<file path="src/hdl/bfc_pkg.sv">
// Shared types, constants and codes for the box frustum cull test block.
`default_nettype none
package bfc_pkg;
  localparam int MaxPlanes = 8;
  localparam int PlaneIdxW = 3;

  localparam logic [1:0] MODE_PLANE  = 2'd0;
  localparam logic [1:0] MODE_MATRIX = 2'd1;
  localparam logic [1:0] MODE_TEST   = 2'd2;

  localparam logic CFG_PLANE_COUNT   = 1'b0;
  localparam logic CFG_USE_TRANSFORM = 1'b1;

  // Shared multiply-accumulate unit operations.
  localparam logic [1:0] MAC_CLEAR = 2'd0;
  localparam logic [1:0] MAC_ACC   = 2'd1;
  localparam logic [1:0] MAC_HOLD  = 2'd2;

  typedef struct packed {
    logic [1:0]         op;
    logic signed [31:0] a;
    logic signed [31:0] b;
  } mac_ctl_t;

  typedef logic signed [31:0] q16_t;
endpackage
`default_nettype wire

</file>
<file path="src/hdl/bfc_mac.sv">
// Shared exact multiply-accumulate unit with a registered product stage.
`default_nettype none
module bfc_mac
  import bfc_pkg::*;
(
  input  wire logic               clk,
  input  wire mac_ctl_t           ctl,
  output logic signed [81:0]      acc
);
  logic signed [63:0] prod_r;
  logic [1:0]         op_r;
  logic signed [81:0] acc_r;

  always_ff @(posedge clk) begin
    prod_r <= ctl.a * ctl.b;
    op_r   <= ctl.op;
    case (op_r)
      MAC_CLEAR: acc_r <= '0;
      MAC_ACC:   acc_r <= acc_r + 82'(prod_r);
      default:   acc_r <= acc_r;
    endcase
  end

  assign acc = acc_r;
endmodule
`default_nettype wire
</file>
<file path="config.mk">
export PLATFORM = sky130hd
export DESIGN_NAME = bfc_mac
export DESIGN_NICKNAME = d
export VERILOG_FILES = /design/src/hdl/bfc_pkg.sv /design/src/hdl/bfc_mac.sv
export SDC_FILE = /design/constraint.sdc
export NUM_CORES = 2
export LEC_CHECK = 0
export ABC_AREA = 1
export ABC_CLOCK_PERIOD_IN_PS = 12200
export BUFFER_PORTS_ARGS = -buffer_cell sky130_fd_sc_hd__buf_2
export CORE_AREA = 2 2 296 269
export DETAILED_ROUTE_END_ITERATION = 12
export DIE_AREA = 0 0 298 271
export PLACE_DENSITY = 0.82
export SLEW_MARGIN = 10
export SYNTH_ARGS = -nofsm -noshare
export SYNTH_HDL_FRONTEND = slang
export SYNTH_SLANG_ARGS = --single-unit
export TNS_END_PERCENT = 5
</file>
<file path="constraint.sdc">
create_clock -name clk -period 12.2 [get_ports clk]
set_input_delay 1.22 -clock clk [delete_from_list [all_inputs] [get_ports clk]]
set_output_delay 1.22 -clock clk [all_outputs]
set_load 0.03 [all_outputs]
</file>
==> impl_metrics.csv <==
group,metric,value,unit
placed_design,globalplace.congestion,1.10,
worst_setup_path,cp_slowest_cell,"fa_1",
synthesis,syn_area_per_cell,7.35,µm²
floorplan,start_util,0.647,
worst_setup_path,worst_ep_required_time,12.55,ns
drt,vias_per_cell,5.49,
synthesis,ys_dominant_reg_cell,"edfxtp_1",
drt,drt_first_iter_violations,3942,
cells_and_area,finish.net_count,8218,
worst_setup_path,cpLargestDelayFamily,"adder cells",
drt,detail_route.first_pass.iterations,6,
worst_setup_path,worst_reg2reg_path_depth,11,
cts,clock_sink_count,148,
global_routing,grt_max_degree,43,
sta,fin_tns_setup,0,ns
sta,skew,0.0223,ns
cts,clock_tree.buffer_depth,2,
synthesis,netlist.top_cell.by_area,"fa_1",
cts,clkTransAtPathRegs,0.07,ns
worst_setup_path,timing.critical_path.mode_cell,"inv_1",
sta,timing.final.ws_setup,3.34,ns
synthesis,synth-edff-count,82,
sta,finalCriticalPeriod,8.86,ns
worst_setup_path,endpoint_kind,"flip-flop",
global_routing,globalRouteTotalUtil,0.406,
cells_and_area,finish.cell_count_without_fillers,7856,
worst_setup_path,cp-start-kind,"primary input",
worst_setup_path,slowest_delay,0.90,ns
placed_design,place_worst_setup_slack,2.84,ns
flow_run,timing.max_cap.violations,0,
sta,finalMaxSlewViolations,0,
cts,cts.hold.buffers_added,0,
floorplan,io-pin-count,149,
sta,fmax,0.113,GHz
synthesis,synth.net_count,8232,
sta,finalHoldViolCount,0,
sta,unrepaired_setup_endpoints_after_global_routing,"no",
worst_hold_path,hold_path_depth,3,
cts,cts-buffers-inserted,17,
cells_and_area,drive_gt1_frac,0.0427,
floorplan,std_cell_rows,97,
floorplan,die_width,298,µm
worst_hold_path,hold_class,"flip-flop to flip-flop",
sta,tightestPinTransition,1.14,ns
drt,drt_drc,0,
cells_and_area,mostFrequentLayoutCell,"nand2_1",
synthesis,yosys_warnings,0,
cts,cell_chosen_for_the_clock_root,"clkbuf_16",
placed_design,dp_hpwl,132000,µm
floorplan,chipHeight,271,µm
cts,tritoncts_clock_tree,"yes",
drt,drt_wl_cell,20.0,µm
worst_setup_path,stages_on_worst_setup_path,29,
cells_and_area,synthToLayoutAreaGrowth,3.97,%
drt,final_antenna_net_count,0,
outcome,run_status,"complete, no violations",
sta,slew_headroom,0.242,
synthesis,post_synth_main_area_contributors,"fa_1 43%, nand2_1 15%, inv_1 15%, ha_1 6.6%, edfxtp_1 4.9%",
cells_and_area,layout.filler_cells,6674,
floorplan,core_region_area,0.0774,mm²
synthesis,post_synth_inst_count,6817,
worst_setup_path,crit_path_max_fanout,32,
global_routing,antenna_found_initial,2,
cells_and_area,mostFrequentLayoutCells,"2,061 x nand2_1, 2,003 x inv_1, 1,083 x fa_1, 383 x nor2_1, 265 x ha_1",
worst_setup_path,timing.critical_path.buf_inv,11,
synthesis,synth_top_cell_area_share,0.432,
drt,wirelength,157000,µm
drt,dr_total_vias,43200,
sta,setup-violations-final,0,
synthesis,synth_seq_cells,148,
cts,cts_setup_buffers,0,
floorplan,die_area,0.0808,mm²
synthesis,synth_seq_area_share,0.0755,
cts,h-tree-depth,4,
global_routing,gr-total-overflow,0,
synthesis,synth_cell_type_count,41,
sta,layout_worst_path_cycle_share,0.726,
placed_design,port-buffer-count,148,
cells_and_area,multi_input_comb_area,0.0380,mm²
cells_and_area,layout.area.seq,0.00378,mm²
global_routing,grt_pass1_vias,45700,
cts,cts_resized,0,
synthesis,mapped_cell_area,0.0501,mm²
worst_setup_path,worstSetupPathType,"primary input to flip-flop",
worst_setup_path,worst_ep_arrival_time,9.21,ns
placed_design,post-place-cells,7823,
cts,worst_skew_pair.late_latency,0.47,ns
global_routing,grt_first_pass_wirelength,251000,µm
synthesis,asyncSetResetFlopFracSynth,0,
## per-layer routing
| metal | GRT usage | share of wire |
|---|---|---|
| met1 | 0.552 | 0.39 |
| met2 | 0.646 | 0.46 |
| met3 | 0.0777 | 0.11 |
| met4 | 0.159 | 0.045 |
| met5 | 0 | 0.000083 |
## state kept, by name, indices dropped and copies added (netlist names)
signal and cells:
prod_r 64, op_r 2, acc 82
## logic make-up (layout without fill, tap and decap cells)
logic type | count (synthesis) | in the layout | share of synthesized area
flip-flops | 148 | 148 | 0.0755
other | 0 | 1 | 0
AND/OR/NAND/NOR | 2694 | 2694 | 0.212
adder cells (fa/ha/maj) | 1348 | 1348 | 0.499
buffers and inverters | 2233 | 2232 | 0.167
XOR/XNOR | 60 | 60 | 0.0105
AO/OA/AOI/OAI | 334 | 334 | 0.0360
## path summary, 6_finish.rpt
kind	endpoint	slack (ns)	from
worst max-delay path	prod_r[61]	3.34	ctl[5]
worst min-delay path	acc[0]	0.67	prod_r[0]
worst max register to register	acc[69]	8.69	prod_r[63]
worst min register to register	acc[0]	0.67	prod_r[0]
## synth_stat cells, types with 6 or more instances
library cell and count:
a21o_1 8, nand4_1 36, nor2_2 18, ha_1 265
fa_1 1083, nand2_1 2061, a31oi_1 10, xnor2_1 16
nor2_1 383, clkbuf_1 199, edfxtp_1 82, dfxtp_1 66
o21bai_1 12, nor3_1 25, o21ai_0 91, a21oi_1 184
nand3_1 112, o21a_1 13, nand2_2 20, nand3b_1 6
inv_2 27, o21ai_1 7, and2_1 6, xor2_1 44
inv_1 2005
## stage by stage
| step | hold slack [ns] | util | area, µm² |
|---|---|---|---|
| after global routing | 0.678 | 0.673 | 52100 |
| final | 0.669 | 0.673 | 52100 |
| after global placement | 0.640 | 0.666 | 51600 |
| after floorplan | 0.613 | - | 50100 |
| after detailed placement | 0.651 | 0.666 | 51600 |
| after CTS | 0.669 | 0.673 | 52100 |
## layout make-up
| cell class | instances | share of cell area |
|---|---|---|
| Antenna cell | 1 | 0.0000480 |
| Clock buffer | 17 | 0.00816 |
| Clock inverter | 15 | 0.00247 |
| Inverter | 2033 | 0.146 |
| Multi-Input combinational cell | 4436 | 0.728 |
| Sequential cell | 148 | 0.0726 |
| Tap cell | 1039 | 0.0249 |
| Timing Repair Buffer | 167 | 0.0169 |
## worst min-delay path, stage by stage (launching register included)
cell and delay [ns]:
dfxtp_1 0.31, ha_1 0.12, inv_1 0.04, nor2_1 0.08
Power is left out: the tool's default activity adds up to more than one toggle a clock period on the data nets, which glitch-free logic cannot reach.
